File: config.mk
export PLATFORM = sky130hd
export DESIGN_NAME = rmtw_ctrl
export DESIGN_NICKNAME = d
export VERILOG_FILES = /design/src/sv/rmtw_pkg.sv /design/src/sv/rmtw_ctrl.sv
export SDC_FILE = /design/constraint.sdc
export NUM_CORES = 1
export LEC_CHECK = 0
export ABC_AREA = 1
export CORE_MARGIN = 1
export CORE_UTILIZATION = 25
export DETAILED_ROUTE_END_ITERATION = 6
export DONT_BUFFER_PORTS = 1
export SYNTH_ARGS = -nofsm -noshare
export SYNTH_HDL_FRONTEND = slang
export SYNTH_SLANG_ARGS = --single-unit
File: constraint.sdc
create_clock -name clock -period 1.2 [get_ports clock]
set_input_delay 0.24 -clock clock [delete_from_list [all_inputs] [get_ports clock]]
set_output_delay 0.24 -clock clock [all_outputs]
set_load 0.005 [all_outputs]
File: src/sv/rmtw_pkg.sv
package rmtw_pkg;

   // Operation carried by one request transaction.
   typedef enum logic [1:0] {
      MODE_WRITE   = 2'd0,
      MODE_ADVANCE = 2'd1,
      MODE_RESTART = 2'd2,
      MODE_TRACE   = 2'd3
   } mode_type;

   // Kind of one cell row of the model.
   typedef enum logic [1:0] {
      KIND_BACKGROUND = 2'd0,
      KIND_MATCH      = 2'd1,
      KIND_INSERTION  = 2'd2,
      KIND_DELETION   = 2'd3
   } kind_type;

   // Register indexes of the write port.
   localparam logic [1:0] CSR_MAX_PERIOD     = 2'd0;
   localparam logic [1:0] CSR_MAX_INSERTIONS = 2'd1;
   localparam logic [1:0] CSR_MAX_DELETIONS  = 2'd2;
   localparam logic [1:0] CSR_MATRIX_LENGTH  = 2'd3;

   // Register values after reset.
   localparam logic [4:0] RESET_MAX_PERIOD     = 5'd16;
   localparam logic [2:0] RESET_MAX_INSERTIONS = 3'd0;
   localparam logic [2:0] RESET_MAX_DELETIONS  = 3'd0;

   // Commands from the controller to the datapath.
   typedef struct packed {
      logic accept;
      logic build_start;
      logic build_run;
      logic trace_load;
      logic emit_row;
      logic emit_parent;
      logic emit_error;
      logic step;
      logic load_back;
      logic back_dec;
      logic row_from_store;
      logic row_from_parent;
   } cmd_type;

   // Status from the datapath to the controller.
   typedef struct packed {
      logic build_done;
      logic tb_error;
      logic cell_indel;
      logic rem_zero;
      logic back_one;
      logic out_free;
   } status_type;

endpackage

File: src/sv/rmtw_ctrl.sv
module rmtw_ctrl (
   input  logic                  clock,
   input  logic                  reset,
   input  logic                  req_valid,
   input  logic [1:0]            req_mode,
   input  logic                  csr_we,
   input  rmtw_pkg::status_type  status,
   output logic                  req_ready,
   output rmtw_pkg::cmd_type     cmd
);
   import rmtw_pkg::*;

   typedef enum logic [3:0] {
      S_BSTART,
      S_BUILD,
      S_IDLE,
      S_CHECK,
      S_DECIDE,
      S_STORE,
      S_FETCH,
      S_PARENT,
      S_ROW
   } state_type;

   state_type state_ff;
   state_type state_in;

   // Next state and commands.
   always_comb begin
      state_in  = state_ff;
      cmd       = '0;
      req_ready = 1'b0;
      case (state_ff)
         S_BSTART: begin
            cmd.build_start = 1'b1;
            state_in        = S_BUILD;
         end
         S_BUILD: begin
            cmd.build_run = 1'b1;
            if (status.build_done) begin
               state_in = S_IDLE;
            end
         end
         S_IDLE: begin
            req_ready = !csr_we;
            if (req_valid && !csr_we) begin
               cmd.accept = 1'b1;
               if (req_mode == MODE_TRACE) begin
                  cmd.trace_load = 1'b1;
                  state_in       = S_CHECK;
               end
            end
         end
         S_CHECK: begin
            if (status.tb_error) begin
               if (status.out_free) begin
                  cmd.emit_error = 1'b1;
                  state_in       = S_IDLE;
               end
            end else begin
               state_in = S_DECIDE;
            end
         end
         S_DECIDE: begin
            if (status.cell_indel) begin
               cmd.load_back = 1'b1;
               state_in      = S_PARENT;
            end else if (status.out_free) begin
               cmd.emit_row = 1'b1;
               if (status.rem_zero) begin
                  state_in = S_IDLE;
               end else begin
                  cmd.step = 1'b1;
                  state_in = S_STORE;
               end
            end
         end
         S_STORE: begin
            cmd.row_from_store = 1'b1;
            state_in           = S_FETCH;
         end
         S_FETCH: begin
            state_in = S_DECIDE;
         end
         S_PARENT: begin
            if (status.out_free) begin
               cmd.emit_parent = 1'b1;
               if (status.rem_zero) begin
                  state_in = S_IDLE;
               end else begin
                  cmd.step     = 1'b1;
                  cmd.back_dec = 1'b1;
                  if (status.back_one) begin
                     state_in = S_ROW;
                  end
               end
            end
         end
         S_ROW: begin
            if (status.out_free) begin
               cmd.emit_row = 1'b1;
               if (status.rem_zero) begin
                  state_in = S_IDLE;
               end else begin
                  cmd.step            = 1'b1;
                  cmd.row_from_parent = 1'b1;
                  state_in            = S_FETCH;
               end
            end
         end
         default: begin
            state_in = S_BSTART;
         end
      endcase
      // A register write rebuilds the cell table.
      if (csr_we) begin
         state_in = S_BSTART;
      end
   end

   // State register.
   always_ff @(posedge clock) begin
      if (reset) begin
         state_ff <= S_BSTART;
      end else begin
         state_ff <= state_in;
      end
   end

endmodule

==> results.cfg, run 1 <==
[final_layout]
syn2layout_area_growth_pct = 71.10
top_regs = state_ff (4)
antenna_cells = 0
fin_util_pct = 46.63
largest-register = state_ff
final-seq-area_sq_um = 95.09
drive_above_1_share_pct = 52.46
multiInputGateArea_sq_um = 565.5
finalNetCount = 136
most-common-layout-cells = nand2_1 (19), nor2_1 (15), nor2_4 (13), inv_1 (10), buf_4 (9)
fillers = 199
mostFrequentLayoutCell = nand2_1
largest_register_ffs = 4

[pwr]
vdd_drop_max_uv = 478.2
total_power_mw = 0.9383
combPwrFrac_pct = 60.9
power_frac_seq_pct = 21.7
leakage_nw = 0.4268
p_int_mw = 0.5261
power_frac_clock_pct = 17.4
p_sw_share_pct = 43.93
p_per_area_nw_per_um2 = 1005
p_switching_mw = 0.4122

[die]
core_sq_um = 2002
ios = 25
die_w_um = 48.71
start_util_pct = 27.25
die_y_um = 48.71
rows = 16
dieArea_sq_um = 2373

[grt]
grt_max_degree = 8
grt-ovfl-total = 0
grt.total_usage_pct = 14.04
grt_pass1_wl_mm = 2.615
grt_antenna_before_repair = 0
grt_pass1_vias = 661

[setup_path]
cp_max_fo = 4
cp_slowest_cell = dfxtp_4
critical_path_required_ns = 0.96
end_kind = primary output
start_kind = flip-flop
slowest_delay_ns = 0.36
crit_arrival_ns = 1.20
crit_type = reg2out
path_cells = inv_4 -> nand2_4 -> nor2_4 -> inv_2 -> nor2_1 -> inv_1 -> a31oi_1

[placement]
dp_hpwl_mm = 1.196
port_buffers = 0
finalWeightedCongestion = 0.8535

[synth]
synth_largest_area_cell = nor2_1
seq_area_frac_synth_pct = 14.68
yosysWarningCount = 0
synth_top_area_share_pct = 16.51
ys_types = 16
syn_avg_cell_area_sq_um = 5.296
synth-seq-cells = 4
syn-cell-area_sq_um = 545.5
syn_inst = 103
synth_nets = 115
synth_area_leaders = nor2_1 (17%), nand2_1 (16%), dfxtp_1 (15%), nand3_1 (12%), inv_1 (8.9%)

[sta]
rsz0062_at_grt = yes
worst_slew_pin_slew_ns = 0.2460
finalSetupViolCount = 17
fin_crit_sh_pct = 119.7
layout_min_cycle_time_ns = 1.436
skew_ns = 0.0005278
hold_viol = 0
setup_slack_ns = -0.2363
max_freq_mhz = 696.2
maxSlewViolCount = 0
slew_headroom_pct = 83.54

[cts]
htreeDepth = 1
hold_buffers = 0
cts_buffer_depth = 2
path_clk_slew_ns = 0.04
numClockSinks = 4
root_buffer = clkbuf_4
cts_made_buffers = 3
insertion_delay_ns = 0.23
cts_tree = yes

[status]
violations = negative setup slack
status = finished, violations left

[route]
vias = 691
routedWlPerCell_um = 11.33
drcViolationCount = 0
vias_per_cell = 4.638
dr.pass1.iters = 3
drtIter0Drc = 5
wl_mm = 1.688
drtAntennaViolNets = 0

[hold_path]
hp-class = in2reg

[flow_run]
cap_viol_max_count = 0
==> worst max-delay path: cells and delay by family, from the launching register on <==
kind            cells  cell delay (ns)
simple gates        3             0.25
flops               1             0.36
compound gates      1             0.18
buf+inv             3             0.17
==> Yosys cell counts <==
| cell type | count |
|---|---|
| nor2_1 | 24 |
| nand2_1 | 23 |
| inv_1 | 13 |
| nand3_1 | 13 |
| nand2_2 | 5 |
| nor2_2 | 5 |
| a21oi_1 | 4 |
| dfxtp_1 | 4 |
| inv_2 | 3 |
| nor2_4 | 2 |
| nor3_1 | 2 |
| a31oi_1 | 1 |
| nand3_2 | 1 |
| nand3b_1 | 1 |
| nor2_8 | 1 |
| o21ai_0 | 1 |
==> stage by stage <==
step	setup slack [ns]	instances	area [sq um]	TNS [ns]	hold slack, ns
floorplan	0.01791	103	545.5	0	0.4187
global placement	-0.08949	140	654.4	-0.3548	0.4483
detailed placement	-0.1392	140	654.4	-0.6309	0.4519
CTS	-0.2705	148	763.2	-2.682	0.1955
global route	-0.2926	149	933.4	-3.188	0.2052
finish	-0.2363	149	933.4	-2.075	0.1964
==> path summary, 6_finish.rpt <==
kind	from	end	slack, ns	cells past startpoint
max	state_ff[3]	cmd[4]	-0.24	7
min reg2reg	state_ff[3]	state_ff[3]	0.55	2
max reg2reg	state_ff[1]	state_ff[3]	-0.08	8
min	reset	state_ff[2]	0.20	3
==> repair_timing <==
action / CTS / global route
setup endpoints to repair: 17 / 17
pin swaps: 4 / 19
resized for setup: 18 / 42
setup buffers: 6 / 2
==> cells by family after synthesis <==
family / synth area share (%)
buffers and inverters: 11.01
and+or+nand+nor: 68.58
DFF: 14.68
AOI/OAI and AO/OA: 5.734
==> cell type report <==
| type | instances | area share, % |
|---|---|---|
| Multi-Input combinational cell | 83 | 60.59 |
| Timing Repair Buffer | 16 | 15.68 |
| Sequential cell | 4 | 10.19 |
| Inverter | 16 | 7.507 |
| Tap cell | 27 | 3.619 |
| Clock buffer | 3 | 2.413 |
==> metal layers <==
layer | global-route usage, % | routed length, um | vias up | part of all wire, %
met2 | 22.69 | 917 | 13 | 54
met1 | 15.72 | 670 | 314 | 40
met5 | 0 | 0 | - | 0
li1 | - | - | 362 | -
met4 | 10.29 | 11 | 0 | 0.65
met3 | 3.774 | 88 | 2 | 5.2
==> power by group through the flow <==
stage | clock network [mW] | registers, mW | logic [mW]
after floorplan | 0 | 0.178 | 0.254
after global placement | 0 | 0.181 | 0.367
after detailed placement | 0 | 0.182 | 0.372
after CTS | 0.173 | 0.189 | 0.441
after global routing | 0.181 | 0.208 | 0.633
final | 0.163 | 0.204 | 0.572
Note: power is estimated with default switching activity, not from simulation.
==> inputs of run 2 (changes only) <==
--- a/config.mk
+++ b/config.mk
@@ -6,6 +6,7 @@
 export NUM_CORES = 1
 export LEC_CHECK = 0
 export ABC_AREA = 1
+export CORE_ASPECT_RATIO = 0.8
 export CORE_MARGIN = 1
 export CORE_UTILIZATION = 25
 export DETAILED_ROUTE_END_ITERATION = 6
==> constraint.sdc (replaced) <==
create_clock -name clock -period 1.6 [get_ports clock]
set_input_delay 0.32 -clock clock [delete_from_list [all_inputs] [get_ports clock]]
set_output_delay 0.32 -clock clock [all_outputs]
set_load 0.005 [all_outputs]
==> run 2 against run 1 <==
Net effect: the run now ends clean; design area shrank 27%; first-iteration DRC count grew 80%; die area is essentially flat; critical path depth is the same; worst setup slack gained 0.28 ns; global-route usage shrank 0.52 points; sequential share of layout area grew 3.4 points; non-clock buffer count shrank 13; clock power shrank 25%; clock skew grew 0.0041 ns; highest routed layer is now met3; core utilization shrank 12 points; power shrank 42%.
==> results.cfg, run 2 (synthesis gave the netlist of run 1 again) <==
[sta]
finalSetupViolCount = 0
worst_slew_pin_slew_ns = 0.3106
maxSlewViolCount = 0
hold_viol = 0
timing.hold.ws_ns = 0.2928
skew_ns = 0.004665
fin_crit_sh_pct = 97.57
layout_min_cycle_time_ns = 1.561
setup_tns_ns = 0
max_freq_mhz = 640.6
slew_headroom_pct = 79.22

[setup_path]
crit_arrival_ns = 1.24
critical_path_required_ns = 1.28
crit_type = reg2out
start_kind = flip-flop
end_kind = primary output
cp_max_fo = 4

[grt]
grt_antenna_before_repair = 0
grt_pass1_wl_mm = 2.277
grt-ovfl-total = 0
grt_pass1_vias = 515
grt_max_degree = 8
grt.total_usage_pct = 13.53

[pwr]
leakage_nw = 0.3346
combPwrFrac_pct = 50.3
p_switching_mw = 0.2414
power_frac_seq_pct = 27.1
p_per_area_nw_per_um2 = 799.2
power_frac_clock_pct = 22.6
vdd_drop_max_uv = 436.8
p_int_mw = 0.3046
p_sw_share_pct = 44.21

[final_layout]
drive_above_1_share_pct = 31.19
finalNetCount = 123
fillers = 236
final_area_sq_um = 683.2
top_regs = state_ff (4)
antenna_cells = 0
largest_register_ffs = 4
mostFrequentLayoutCell = nor2_1
most-common-layout-cells = nor2_1 (22), nand2_1 (20), nand3_1 (13), inv_1 (12), nand2_2 (6)
syn2layout_area_growth_pct = 25.23
largest-register = state_ff

[die]
die_w_um = 54.23
core_sq_um = 1962
dieArea_sq_um = 2374
start_util_pct = 27.81
ios = 25
rows = 14
die_y_um = 43.78

[route]
dr.pass1.iters = 4
vias_per_cell = 4.797
drtAntennaViolNets = 0
vias = 638
routedWlPerCell_um = 11.31
drtIter0Drc = 9
wl_mm = 1.504
drcViolationCount = 0

[cts]
numClockSinks = 4
htreeDepth = 1
insertion_delay_ns = 0.24
cts_made_buffers = 3
hold_buffers = 0
path_clk_slew_ns = 0.04
root_buffer = clkbuf_4
cts_tree = yes
cts_buffer_depth = 2

[flow_run]
cap_viol_max_count = 0

[hold_path]
hp-class = in2reg

[placement]
dp_hpwl_mm = 1.195
finalWeightedCongestion = 0.8389
placed_area_sq_um = 575.6
port_buffers = 0

[status]
status = complete, no violations
## run 2: cell types whose count changed in the layout (fill, tap and decap cells not counted), sizes merged
| cell | before | now |
|---|---|---|
| buf | 16 | 3 |
## run 2: worst max-delay path: stages (launching register included)
cell and delay (ns):
dfxtp_4 0.36, inv_4 0.07, nand2_4 0.06, nor2_4 0.13, inv_1 0.06, nor2_1 0.10, inv_1 0.06, a31oi_1 0.17
## run 2: path summary, 6_finish.rpt
check | start | end | slack, ns | cells past startpoint
max | state_ff[3] | cmd[4] | 0.04 | 7
min reg2reg | state_ff[3] | state_ff[3] | 0.54 | 2
min | reset | state_ff[0] | 0.29 | 3
max reg2reg | state_ff[3] | state_ff[1] | 0.26 | 9
## run 2: repair_timing
item,4_1_cts,5_1_grt
gates resized for setup,11,11
cloned,0,0
setup buffers,1,2
setup endpoints to repair,2,5
pin swaps,2,2
## run 2: per-stage QoR
| stage | worst slack [ns] | util, % | instances | total power [mW] |
|---|---|---|---|---|
| final | 0.03894 | 34.82 | 133 | 0.5460 |
| after global routing | -0.009798 | 34.82 | 133 | 0.6058 |
| after CTS | 0.001752 | 31.89 | 131 | 0.5130 |
| after detailed placement | 0.1919 | 29.34 | 127 | 0.3663 |
| after global placement | 0.2011 | 29.34 | 127 | 0.3597 |
| after floorplan | 0.3379 | - | 103 | 0.3238 |
## run 2: metal layers
layer / GRT usage [%] / vias up / part of all wire [%] / wire (um)
met5: 0 / - / 0 / 0
met4: 1.538 / 0 / 0 / 0
met3: 5.965 / 0 / 7.2 / 109
met2: 19.02 / 25 / 46 / 690
met1: 19.38 / 278 / 47 / 704
li1: - / 335 / - / -
## run 2: power groups by stage
stage	combinational (mW)	sequential, mW	clock (mW)
after floorplan	0.191	0.133	0
after global placement	0.223	0.136	0
after detailed placement	0.228	0.139	0
after CTS	0.242	0.143	0.128
after global routing	0.314	0.152	0.141
final	0.275	0.148	0.123
## run 2: final cells by class
type	instances	area, sq um	area share [%]
sequential	4	92.59	13.55
multi-input combinational	83	447.9	65.57
inverter	16	67.56	9.890
clock buffer	3	22.52	3.297
tap	24	30.03	4.396
timing repair buffer	3	22.52	3.297
